==> config.mk <==
export PLATFORM = sky130hd
export DESIGN_NAME = escaped_frame_receiver_crc32_flat
export DESIGN_NICKNAME = d
export VERILOG_FILES = /design/src/rtl/efr_pkg.sv /design/src/rtl/efr_rx_if.sv /design/src/rtl/efr_res_if.sv /design/src/rtl/efr_queue.sv /design/src/rtl/efr_front.sv /design/src/rtl/efr_back.sv /design/src/rtl/escaped_frame_receiver_crc32.sv /design/src/flat_wrapper.sv
export SDC_FILE = /design/constraint.sdc
export NUM_CORES = 1
export LEC_CHECK = 0
export BUFFER_PORTS_ARGS = -buffer_cell sky130_fd_sc_hd__buf_2
export CAP_MARGIN = 20
export CORE_MARGIN = 3
export CORE_UTILIZATION = 28
export DETAILED_ROUTE_END_ITERATION = 12
export PLACE_DENSITY = 0.43
export SLEW_MARGIN = 30
export SYNTH_ARGS = -nofsm -noshare
export SYNTH_HDL_FRONTEND = slang
export SYNTH_SLANG_ARGS = --single-unit
==> constraint.sdc <==
create_clock -name clk_i -period 2.78 [get_ports clk_i]
set_input_delay 0.139 -clock clk_i [delete_from_list [all_inputs] [get_ports clk_i]]
set_output_delay 0.139 -clock clk_i [all_outputs]
set_load 0.03 [all_outputs]
==> src/rtl/efr_pkg.sv <==
// ----------------------------------------------------------------------------
// efr_pkg
// Shared types, constants and the CRC-32 byte fold for the escaped frame
// receiver.
// ----------------------------------------------------------------------------
package efr_pkg;

  // Framing bytes
  localparam logic [7:0] EndByte    = 8'hFF;
  localparam logic [7:0] EscByte    = 8'hFE;
  localparam logic [7:0] EscCodeFf  = 8'hFD;
  localparam logic [7:0] EscCodeFe  = 8'hFC;

  // Header is size word then CRC word, 4 bytes each
  localparam int unsigned HdrBytes   = 8;
  localparam int unsigned HdrCntW    = 4;

  // CRC-32, reflected
  localparam logic [31:0] CrcPoly    = 32'hEDB88320;
  localparam logic [31:0] CrcAllOnes = 32'hFFFFFFFF;

  // Default payload limit and queue depth
  localparam int unsigned MaxPayloadDflt = 256;
  localparam int unsigned QueueDepth     = 2;

  // Result kinds
  localparam logic KindData   = 1'b0;
  localparam logic KindStatus = 1'b1;

  typedef enum logic [1:0] {
    ST_OK   = 2'd0,
    ST_SIZE = 2'd1,
    ST_CRC  = 2'd2,
    ST_OVF  = 2'd3
  } status_e;

  // Classified request handed from front to back
  typedef struct packed {
    logic       is_end;
    logic [7:0] data;
  } efr_op_t;

  // One byte into the reflected CRC register, bit at a time
  function automatic logic [31:0] crc_fold(input logic [31:0] crc_in,
                                           input logic [7:0]  data);
    logic [31:0] crc;
    crc = crc_in ^ {24'd0, data};
    for (int k = 0; k < 8; k++) begin
      if (crc[0]) begin
        crc = (crc >> 1) ^ CrcPoly;
      end else begin
        crc = crc >> 1;
      end
    end
    return crc;
  endfunction

endpackage

==> src/rtl/efr_rx_if.sv <==
// ----------------------------------------------------------------------------
// efr_rx_if
// Raw byte channel from the serial link.
// ----------------------------------------------------------------------------
interface efr_rx_if;
  logic       valid;
  logic       ready;
  logic [7:0] rx_byte;

  modport source (output valid, output rx_byte, input ready);
  modport sink   (input valid, input rx_byte, output ready);
endinterface

==> src/rtl/efr_res_if.sv <==
// ----------------------------------------------------------------------------
// efr_res_if
// Result channel: payload bytes and end-of-frame status items.
// ----------------------------------------------------------------------------
interface efr_res_if;
  logic       valid;
  logic       ready;
  logic       kind;
  logic [7:0] payload_byte;
  logic [1:0] frame_status;
  logic [8:0] payload_length;
  logic       last;

  modport source (output valid, output kind, output payload_byte,
                  output frame_status, output payload_length, output last,
                  input ready);
  modport sink   (input valid, input kind, input payload_byte,
                  input frame_status, input payload_length, input last,
                  output ready);
endinterface

==> src/rtl/efr_queue.sv <==
// ----------------------------------------------------------------------------
// efr_queue
// Short FIFO of classified requests between the front and back parts.
// ----------------------------------------------------------------------------
module efr_queue
  import efr_pkg::*;
(
  input  logic    clk_i,
  input  logic    rst_ni,
  input  logic    push_i,
  input  efr_op_t push_op_i,
  output logic    full_o,
  input  logic    pop_i,
  output efr_op_t head_op_o,
  output logic    empty_o
);

  localparam int unsigned PtrW = (QueueDepth > 1) ? $clog2(QueueDepth) : 1;
  localparam int unsigned CntW = $clog2(QueueDepth + 1);

  efr_op_t         mem_q [QueueDepth];
  logic [PtrW-1:0] wr_ptr_q, wr_ptr_d;
  logic [PtrW-1:0] rd_ptr_q, rd_ptr_d;
  logic [CntW-1:0] cnt_q, cnt_d;
  logic            do_push, do_pop;

  assign full_o    = (cnt_q == CntW'(QueueDepth));
  assign empty_o   = (cnt_q == '0);
  assign do_push   = push_i && !full_o;
  assign do_pop    = pop_i && !empty_o;
  assign head_op_o = mem_q[rd_ptr_q];

  // Pointer and fill-count update
  always_comb begin
    wr_ptr_d = wr_ptr_q;
    rd_ptr_d = rd_ptr_q;
    cnt_d    = cnt_q;
    if (do_push) begin
      wr_ptr_d = (wr_ptr_q == PtrW'(QueueDepth - 1)) ? '0 : wr_ptr_q + 1'b1;
    end
    if (do_pop) begin
      rd_ptr_d = (rd_ptr_q == PtrW'(QueueDepth - 1)) ? '0 : rd_ptr_q + 1'b1;
    end
    if (do_push && !do_pop) begin
      cnt_d = cnt_q + 1'b1;
    end else if (do_pop && !do_push) begin
      cnt_d = cnt_q - 1'b1;
    end
  end

  always_ff @(posedge clk_i or negedge rst_ni) begin
    if (!rst_ni) begin
      wr_ptr_q <= '0;
      rd_ptr_q <= '0;
      cnt_q    <= '0;
    end else begin
      wr_ptr_q <= wr_ptr_d;
      rd_ptr_q <= rd_ptr_d;
      cnt_q    <= cnt_d;
    end
  end

  // Storage, no reset needed
  always_ff @(posedge clk_i) begin
    if (do_push) begin
      mem_q[wr_ptr_q] <= push_op_i;
    end
  end

endmodule

==> src/rtl/efr_front.sv <==
// ----------------------------------------------------------------------------
// efr_front
// Accepts raw bytes, drops the start byte, resolves escapes and passes
// unescaped bytes and frame ends on as requests.
// ----------------------------------------------------------------------------
module efr_front
  import efr_pkg::*;
(
  input  logic      clk_i,
  input  logic      rst_ni,
  efr_rx_if.sink    rx_i,
  output logic      op_valid_o,
  output efr_op_t   op_o,
  input  logic      op_full_i
);

  logic start_seen_q, start_seen_d;
  logic esc_pend_q, esc_pend_d;
  logic accept;

  assign rx_i.ready = !op_full_i;
  assign accept     = rx_i.valid && rx_i.ready;

  // Byte classification
  always_comb begin
    start_seen_d = start_seen_q;
    esc_pend_d   = esc_pend_q;
    op_valid_o   = 1'b0;
    op_o.is_end  = 1'b0;
    op_o.data    = rx_i.rx_byte;
    if (accept) begin
      priority if (rx_i.rx_byte == EndByte) begin
        // raw end byte always closes, pending escape is dropped
        op_valid_o   = 1'b1;
        op_o.is_end  = 1'b1;
        start_seen_d = 1'b0;
        esc_pend_d   = 1'b0;
      end else if (!start_seen_q) begin
        start_seen_d = 1'b1;
      end else if (esc_pend_q) begin
        esc_pend_d = 1'b0;
        op_valid_o = 1'b1;
        priority if (rx_i.rx_byte == EscCodeFf) begin
          op_o.data = EndByte;
        end else if (rx_i.rx_byte == EscCodeFe) begin
          op_o.data = EscByte;
        end else begin
          op_o.data = 8'h00;
        end
      end else if (rx_i.rx_byte == EscByte) begin
        esc_pend_d = 1'b1;
      end else begin
        op_valid_o = 1'b1;
      end
    end
  end

  always_ff @(posedge clk_i or negedge rst_ni) begin
    if (!rst_ni) begin
      start_seen_q <= 1'b0;
      esc_pend_q   <= 1'b0;
    end else begin
      start_seen_q <= start_seen_d;
      esc_pend_q   <= esc_pend_d;
    end
  end

endmodule

==> src/rtl/efr_back.sv <==
// ----------------------------------------------------------------------------
// efr_back
// Assembles the header, folds payload bytes into the CRC, counts the payload
// and drives the registered result stage.
// ----------------------------------------------------------------------------
module efr_back
  import efr_pkg::*;
#(
  parameter int unsigned MAX_PAYLOAD = MaxPayloadDflt
) (
  input  logic      clk_i,
  input  logic      rst_ni,
  input  logic      op_empty_i,
  input  efr_op_t   op_i,
  output logic      op_pop_o,
  efr_res_if.source res_o
);

  localparam int unsigned PcntW = $clog2(MAX_PAYLOAD + 1);

  logic [HdrCntW-1:0] hdr_cnt_q, hdr_cnt_d;
  logic [PcntW-1:0]   pcnt_q, pcnt_d;
  logic [31:0]        size_q, size_d;
  logic [31:0]        crc_field_q, crc_field_d;
  logic [31:0]        crc_q, crc_d;
  logic               ovf_q, ovf_d;

  logic               out_valid_q, out_valid_d;
  logic               kind_q, kind_d;
  logic [7:0]         byte_q, byte_d;
  status_e            status_q, status_d;
  logic [8:0]         len_q, len_d;

  logic               slot_free;
  logic               header_ok;
  logic [31:0]        plen32;

  assign slot_free = !out_valid_q || res_o.ready;
  assign op_pop_o  = !op_empty_i && slot_free;
  assign header_ok = (hdr_cnt_q == HdrCntW'(HdrBytes));
  assign plen32    = 32'(pcnt_q);

  // Frame bookkeeping and result forming
  always_comb begin
    hdr_cnt_d   = hdr_cnt_q;
    pcnt_d      = pcnt_q;
    size_d      = size_q;
    crc_field_d = crc_field_q;
    crc_d       = crc_q;
    ovf_d       = ovf_q;
    out_valid_d = out_valid_q && !res_o.ready;
    kind_d      = kind_q;
    byte_d      = byte_q;
    status_d    = status_q;
    len_d       = len_q;
    if (op_pop_o) begin
      if (op_i.is_end) begin
        out_valid_d = 1'b1;
        kind_d      = KindStatus;
        byte_d      = 8'h00;
        len_d       = plen32[8:0];
        priority if (ovf_q) begin
          status_d = ST_OVF;
        end else if (!header_ok || size_q != plen32) begin
          status_d = ST_SIZE;
        end else if ((crc_q ^ CrcAllOnes) != crc_field_q) begin
          status_d = ST_CRC;
        end else begin
          status_d = ST_OK;
        end
        hdr_cnt_d   = '0;
        pcnt_d      = '0;
        size_d      = '0;
        crc_field_d = '0;
        crc_d       = CrcAllOnes;
        ovf_d       = 1'b0;
      end else if (!hdr_cnt_q[2] && !header_ok) begin
        // size word, little-endian
        size_d[8*hdr_cnt_q[1:0] +: 8] = op_i.data;
        hdr_cnt_d = hdr_cnt_q + 1'b1;
      end else if (!header_ok) begin
        // CRC word, little-endian
        crc_field_d[8*hdr_cnt_q[1:0] +: 8] = op_i.data;
        hdr_cnt_d = hdr_cnt_q + 1'b1;
      end else if (pcnt_q == PcntW'(MAX_PAYLOAD)) begin
        ovf_d = 1'b1;
      end else begin
        pcnt_d      = pcnt_q + 1'b1;
        crc_d       = crc_fold(crc_q, op_i.data);
        out_valid_d = 1'b1;
        kind_d      = KindData;
        byte_d      = op_i.data;
        status_d    = ST_OK;
        len_d       = '0;
      end
    end
  end

  always_ff @(posedge clk_i or negedge rst_ni) begin
    if (!rst_ni) begin
      hdr_cnt_q   <= '0;
      pcnt_q      <= '0;
      size_q      <= '0;
      crc_field_q <= '0;
      crc_q       <= CrcAllOnes;
      ovf_q       <= 1'b0;
      out_valid_q <= 1'b0;
    end else begin
      hdr_cnt_q   <= hdr_cnt_d;
      pcnt_q      <= pcnt_d;
      size_q      <= size_d;
      crc_field_q <= crc_field_d;
      crc_q       <= crc_d;
      ovf_q       <= ovf_d;
      out_valid_q <= out_valid_d;
    end
  end

  // Result payload, no reset needed
  always_ff @(posedge clk_i) begin
    kind_q   <= kind_d;
    byte_q   <= byte_d;
    status_q <= status_d;
    len_q    <= len_d;
  end

  assign res_o.valid          = out_valid_q;
  assign res_o.kind           = kind_q;
  assign res_o.payload_byte   = byte_q;
  assign res_o.frame_status   = status_q;
  assign res_o.payload_length = len_q;
  assign res_o.last           = kind_q;

  // Payload count stays zero until the header is complete
  assert property (@(posedge clk_i) disable iff (!rst_ni)
    !header_ok |-> pcnt_q == '0)
    else $error("payload counted before header complete");

  // A frame end leaves all frame state cleared
  assert property (@(posedge clk_i) disable iff (!rst_ni)
    op_pop_o && op_i.is_end |=> hdr_cnt_q == '0 && !ovf_q && crc_q == CrcAllOnes)
    else $error("frame state not cleared after end");

  // Overflow can only be flagged with a full payload count
  assert property (@(posedge clk_i) disable iff (!rst_ni)
    ovf_q |-> pcnt_q == PcntW'(MAX_PAYLOAD))
    else $error("overflow without full payload");

  // Nothing is popped while a result is stalled
  assert property (@(posedge clk_i) disable iff (!rst_ni)
    out_valid_q && !res_o.ready |-> !op_pop_o)
    else $error("request popped into a stalled result slot");

endmodule

==> src/rtl/escaped_frame_receiver_crc32.sv <==
// ----------------------------------------------------------------------------
// escaped_frame_receiver_crc32
// Byte-stuffed frame receiver: unescapes, strips the size/CRC header, passes
// payload bytes out and closes each frame with a CRC-32 checked status item.
//
//   channel | dir | payload                                           | role
//   rx_i    | in  | rx_byte[7:0]                                      | raw link bytes
//   res_o   | out | kind, payload_byte, frame_status, payload_length, | data / status
//           |     | last                                              |
//
// One byte per cycle sustained while res_o does not stall; each request is
// written into the queue, then popped into the registered result stage that
// drives res_o. The rate rests on the back part's combinational CRC fold.
// Reset (rst_ni low, asynchronous) clears the frame state and empties the queue.
// A stall on res_o fills the two-entry queue, then drops rx_i.ready.
// ----------------------------------------------------------------------------
module escaped_frame_receiver_crc32
  import efr_pkg::*;
#(
  parameter int unsigned MAX_PAYLOAD = MaxPayloadDflt
) (
  input  logic      clk_i,
  input  logic      rst_ni,
  efr_rx_if.sink    rx_i,
  efr_res_if.source res_o
);

  logic    push;
  efr_op_t push_op;
  logic    full;
  logic    pop;
  efr_op_t head_op;
  logic    empty;

  efr_front u_front (
    .clk_i      (clk_i),
    .rst_ni     (rst_ni),
    .rx_i       (rx_i),
    .op_valid_o (push),
    .op_o       (push_op),
    .op_full_i  (full)
  );

  efr_queue u_queue (
    .clk_i     (clk_i),
    .rst_ni    (rst_ni),
    .push_i    (push),
    .push_op_i (push_op),
    .full_o    (full),
    .pop_i     (pop),
    .head_op_o (head_op),
    .empty_o   (empty)
  );

  efr_back #(
    .MAX_PAYLOAD (MAX_PAYLOAD)
  ) u_back (
    .clk_i      (clk_i),
    .rst_ni     (rst_ni),
    .op_empty_i (empty),
    .op_i       (head_op),
    .op_pop_o   (pop),
    .res_o      (res_o)
  );

endmodule

==> src/flat_wrapper.sv <==
// flat-port wrapper written by rule: the top's interface ports become plain ports
module escaped_frame_receiver_crc32_flat import efr_pkg::*;
#(
  parameter int unsigned MAX_PAYLOAD = MaxPayloadDflt
)
  (clk_i, rst_ni, rx_i_valid, rx_i_rx_byte, rx_i_ready, res_o_valid, res_o_kind, res_o_payload_byte, res_o_frame_status, res_o_payload_length, res_o_last, res_o_ready);
  efr_rx_if rx_i_i ();
  efr_res_if res_o_i ();
  input  logic clk_i;
  input  logic rst_ni;
  input wire logic [$bits(rx_i_i.valid)-1:0] rx_i_valid;
  input wire logic [$bits(rx_i_i.rx_byte)-1:0] rx_i_rx_byte;
  output wire logic [$bits(rx_i_i.ready)-1:0] rx_i_ready;
  output wire logic [$bits(res_o_i.valid)-1:0] res_o_valid;
  output wire logic [$bits(res_o_i.kind)-1:0] res_o_kind;
  output wire logic [$bits(res_o_i.payload_byte)-1:0] res_o_payload_byte;
  output wire logic [$bits(res_o_i.frame_status)-1:0] res_o_frame_status;
  output wire logic [$bits(res_o_i.payload_length)-1:0] res_o_payload_length;
  output wire logic [$bits(res_o_i.last)-1:0] res_o_last;
  input wire logic [$bits(res_o_i.ready)-1:0] res_o_ready;
  assign rx_i_i.valid = rx_i_valid;
  assign rx_i_i.rx_byte = rx_i_rx_byte;
  assign rx_i_ready = rx_i_i.ready;
  assign res_o_valid = res_o_i.valid;
  assign res_o_kind = res_o_i.kind;
  assign res_o_payload_byte = res_o_i.payload_byte;
  assign res_o_frame_status = res_o_i.frame_status;
  assign res_o_payload_length = res_o_i.payload_length;
  assign res_o_last = res_o_i.last;
  assign res_o_i.ready = res_o_ready;
  escaped_frame_receiver_crc32 #(.MAX_PAYLOAD(MAX_PAYLOAD)) u_core (.clk_i(clk_i), .rst_ni(rst_ni), .rx_i(rx_i_i), .res_o(res_o_i));
endmodule
==> key figures <==
Outcome
  – Run status: complete, no violations

Timing
  – Worst path setup slack after routing: about 0.24 ns
  – Final-report setup violation count: 0
  – Final critical delay including setup and external delays: 2.54 ns
  – Number of endpoints with negative hold slack in the final report: 0
  – RSZ-0062 raised after global routing: no
  – Sum of negative setup slack: 0 ns
  – Worst relative slew slack: a little over half
  – Maximum achievable frequency: just under 0.4 GHz
  – Maximum clock skew at final layout: around 0.018 ns
  – Period utilisation layout: between 90% and 100%
  – Pin slew with the least headroom to its limit: 0.701 ns
  – Final-report max-slew violation count: 0

Critical path
  – End of the worst register-to-register path: u_core.u_back.pcnt_q[5]
  – CP bufs+invs: 2
  – WP data required: roughly 3 ns
  – CP max stage cell: dfrtp_1
  – Crit path arrival time: between 2 and 3 ns
  – Maximum net fanout on the critical path: 20
  – Cells traversed along the worst timing path: inv_1 > ha_1 > nand3b_1 > a41o_1 > a21oi_4 > buf_4 > nand4_1 > xor2_1 > nor2_1
  – Critical path class: reg2reg
  – Crit-path max cell delay: roughly 0.47 ns
  – Crit path capture type: flop
  – Length in cells of the worst reg-to-reg path: 9
  – Reg2Reg Launch Point: u_core.u_back.hdr_cnt_q[0]
  – Cell type group with the largest total delay on the critical path: compound AO/OA/AOI/OAI gates
  – Critical path launch point type: flop
  – Worst reg2reg setup slack: between 0.2 and 0.25 ns

Clock network
  – Skew-Pair Late Insertion Delay: ~0.43 ns
  – H-tree depth: 4
  – CTS root buf: clkbuf_16
  – Buffers inserted by post-CTS timing repair: 0
  – Number of gates resized after cts: 0
  – Hold-fix buffers, CTS: 1
  – TritonCTS buffer count: 17
  – TritonCTS clock tree: built
  – Number of buffers on the longest clock path: 2
  – CTS Sinks: 155
  – Clock slew at reported path FFs: approximately 0.070 ns

Finish
  – Layout Utilization: roughly a third
  – Total of fill cells in the finished design: approximately 2.7k
  – Area delta synth->final: 17.0%
  – Layout cells sized above 1: about 28%
  – Nets: about 700
  – Number of antenna repair diodes: 0
  – Commonest non-fill, non-tap cell in the layout: dfrtp_1
  – Most frequent cells in the layout: dfrtp_1 (85), nor2_1 (82), xor2_1 (57), xnor2_1 (52), mux2_2 (49)
  – Post-route cell area: roughly 8900 µm²

Detailed routing
  – Avg Vias per Cell: 4.67
  – Routed vias: 4853
  – Antenna Nets Post-Route: 0
  – DRC violation total after the first TritonRoute iteration: ~330
  – Average wire per standard cell: around 19 µm
  – Wire length reported by the detailed router: 19.6 mm
  – Drt first pass iters: 4
  – Detailed-route DRC error count: 0

Min path
  – Hold wc startpoint: rx_i_rx_byte[0]
  – Hold Crit Depth: 3
  – Hold Path Sink: u_core.u_front.esc_pend_q
  – Class of the most critical hold timing path: in2reg

Floorplan
  – Total die area: slightly below 30000 µm²
  – Cell Rows: 59
  – Vertical die dimension: approximately 170 µm
  – Starting Density: slightly below 30%
  – Placeable core region: 26400 µm²
  – Number of top-level pins: 35
  – X dimension of the die: around 170 µm

Power and ir drop
  – Relative contribution of sequential cells to total power: 29.8%
  – Peak supply drop: about 560 µV
  – Switching power as a share of total power: 41.3%
  – Combinational cell fraction of total power: between 40 and 50%
  – Internal power summed over all cells: slightly above 6000 µW
  – Static power due to leakage: 0.00372 µW
  – Switching power: 4250 µW
  – Clock Power Share: between 20 and 25%
  – Power density cells: around 1200 nW/µm²

Yosys
  – Flip-flop and latch count after synthesis: around 160
  – Post-synthesis async set-or-reset flop share: between 70 and 80%
  – Number of standard cells after synthesis: 633
  – Mean post-synth cell area: around 12 µm²
  – Unique cell type count in the Yosys netlist: 45
  – Netlist area before placement: between 7000 and 8000 µm²
  – Number of warnings issued by yosys: 0
  – Post-synth EDFFs: 38
  – Ys flop type: dfrtp_1
  – Fraction of the yosys area taken by sequential cells: 53.8%
  – Post-synth net total: roughly 650

Global routing
  – Antenna violations before repair: 0
  – GR Overflow Total: 0
  – Wire length of the first global-routing pass: just over 30 mm
  – Gr usage total: between 10% and 20%
  – Via count of the first global-routing pass: between 5k and 6k
  – Largest net degree at the start of global routing: 74

Placement
  – Port Buffers: 34
  – Placer's final routability congestion estimate: between 0.7 and 0.8
  – Placed wire-length estimate after detailed placement: around 14 mm
  – Pre-CTS setup slack: between 0.2 and 0.3 ns
  – Placed instance area: roughly 8400 µm²

Flow run
  – Max_cap viols: 0
## layout make-up
type	count	area, µm²	share of cell area (%)
multi-input combinational	450	3410	38.2
sequential	155	4110	46.0
timing repair buffer	59	388	4.34
clock buffer	17	425	4.77
inverter	9	33.8	0.378
tap	335	419	4.70
clock inverter	15	138	1.54
## through the flow
| stage | hold WS [ns] | cells | power (µW) |
|---|---|---|---|
| final | 0.0294 | 1040 | 10300 |
| after global routing | 0.0370 | 1040 | 10900 |
| after CTS | 0.0153 | 1040 | 10400 |
| after detailed placement | 0.236 | 1007 | 8110 |
| after global placement | 0.232 | 1007 | 8130 |
| after floorplan | -0.157 | 633 | 6640 |
## flip-flops by register name (all words and copies together) (netlist names), 2 cells and up
name and flops:
u_core.u_back.res_o.frame_status 2, u_core.u_back.size_q 32, u_core.u_back.hdr_cnt_q 4, u_core.u_back.crc_q 32
u_core.u_back.pcnt_q 9, u_core.u_back.res_o.payload_length 9, u_core.u_back.crc_field_q 32, u_core.u_queue.cnt_q 2
u_core.u_back.res_o.payload_byte 8, u_core.u_queue.mem_q 18
## cell families after synthesis
family | after synthesis | synth area share [%]
muxes | 58 | 9.26
DFF | 155 | 53.8
xor gates and xnor gates | 124 | 16.5
and+or+nand+nor | 181 | 10.9
AOI/OAI and AO/OA | 80 | 6.72
adders and majority gates | 7 | 1.15
buffers and inverters | 28 | 1.64
## power groups by stage
| stage | registers, µW | clock network [µW] | logic (µW) |
|---|---|---|---|
| finish | 3070 | 2270 | 4950 |
| global route | 3120 | 2410 | 5390 |
| CTS | 3080 | 2320 | 5030 |
| detailed placement | 3110 | 0 | 5000 |
| global placement | 3110 | 0 | 5020 |
| floorplan | 3330 | 0 | 3310 |
## how the worst max path moves through the flow
stage	slack, ns	start	cells past startpoint	to
6_report	0.24	u_core.u_back.hdr_cnt_q[0]	9	u_core.u_back.pcnt_q[5]
5_1_grt	0.06	u_core.u_back.hdr_cnt_q[0]	9	u_core.u_back.pcnt_q[5]
4_1_cts	0.25	u_core.u_back.hdr_cnt_q[0]	9	u_core.u_back.pcnt_q[5]
3_5_place_dp	0.27	u_core.u_back.hdr_cnt_q[0]	9	u_core.u_back.pcnt_q[5]
3_3_place_gp	0.26	u_core.u_back.hdr_cnt_q[0]	9	u_core.u_back.pcnt_q[5]
2_1_floorplan	0.1	u_core.u_back.hdr_cnt_q[0]	6	u_core.u_back.res_o.frame_status[0]
## worst min-delay path: cells and delay by family
family | cells | cell delay (ns)
buffers and inverters | 1 | 0.12
AND/OR/NAND/NOR | 1 | 0.10
AO/OA/AOI/OAI | 1 | 0.06
## synthesized netlist by cell type (2+ instances only)
master     n  share of area, %
and2_1    10              0.82
o21a_1     2              0.20
nand2_1   38               1.9
o31ai_1   16               1.6
edfxtp_1  38                15
nor2b_1    2              0.16
dfrtp_1   85                28
nand3_1    9              0.59
xor2_1    57               6.5
clkbuf_1  16              0.79
nor4_1    10              0.82
nand3b_1   2              0.20
dfstp_2   32                11
mux2i_2    4              0.72
mux2i_4    4               1.2
and3_1     3              0.25
o22a_1    10               1.1
nor3_1     2              0.13
nand2b_1   2              0.16
a21oi_1   34               2.2
o21ai_0    7              0.46
a21o_1     7              0.69
xnor2_1   52               6.0
ha_1       7               1.1
mux2_2    49               7.2
xnor2_2    9               1.9
nand4_1   16               1.3
nor2_1    82               4.0
xnor2_4    5               1.8
inv_1      8              0.39
## routing by layer
metal  track usage, %  routed length [µm]  up-vias
met5                0                   0        -
met4             3.67                 128        0
met3             2.63                 834       10
met2             21.9                9050       66
met1             20.0                9570     2460
li1                 -                   -     2317
Note: power is estimated with default switching activity, not from simulation.
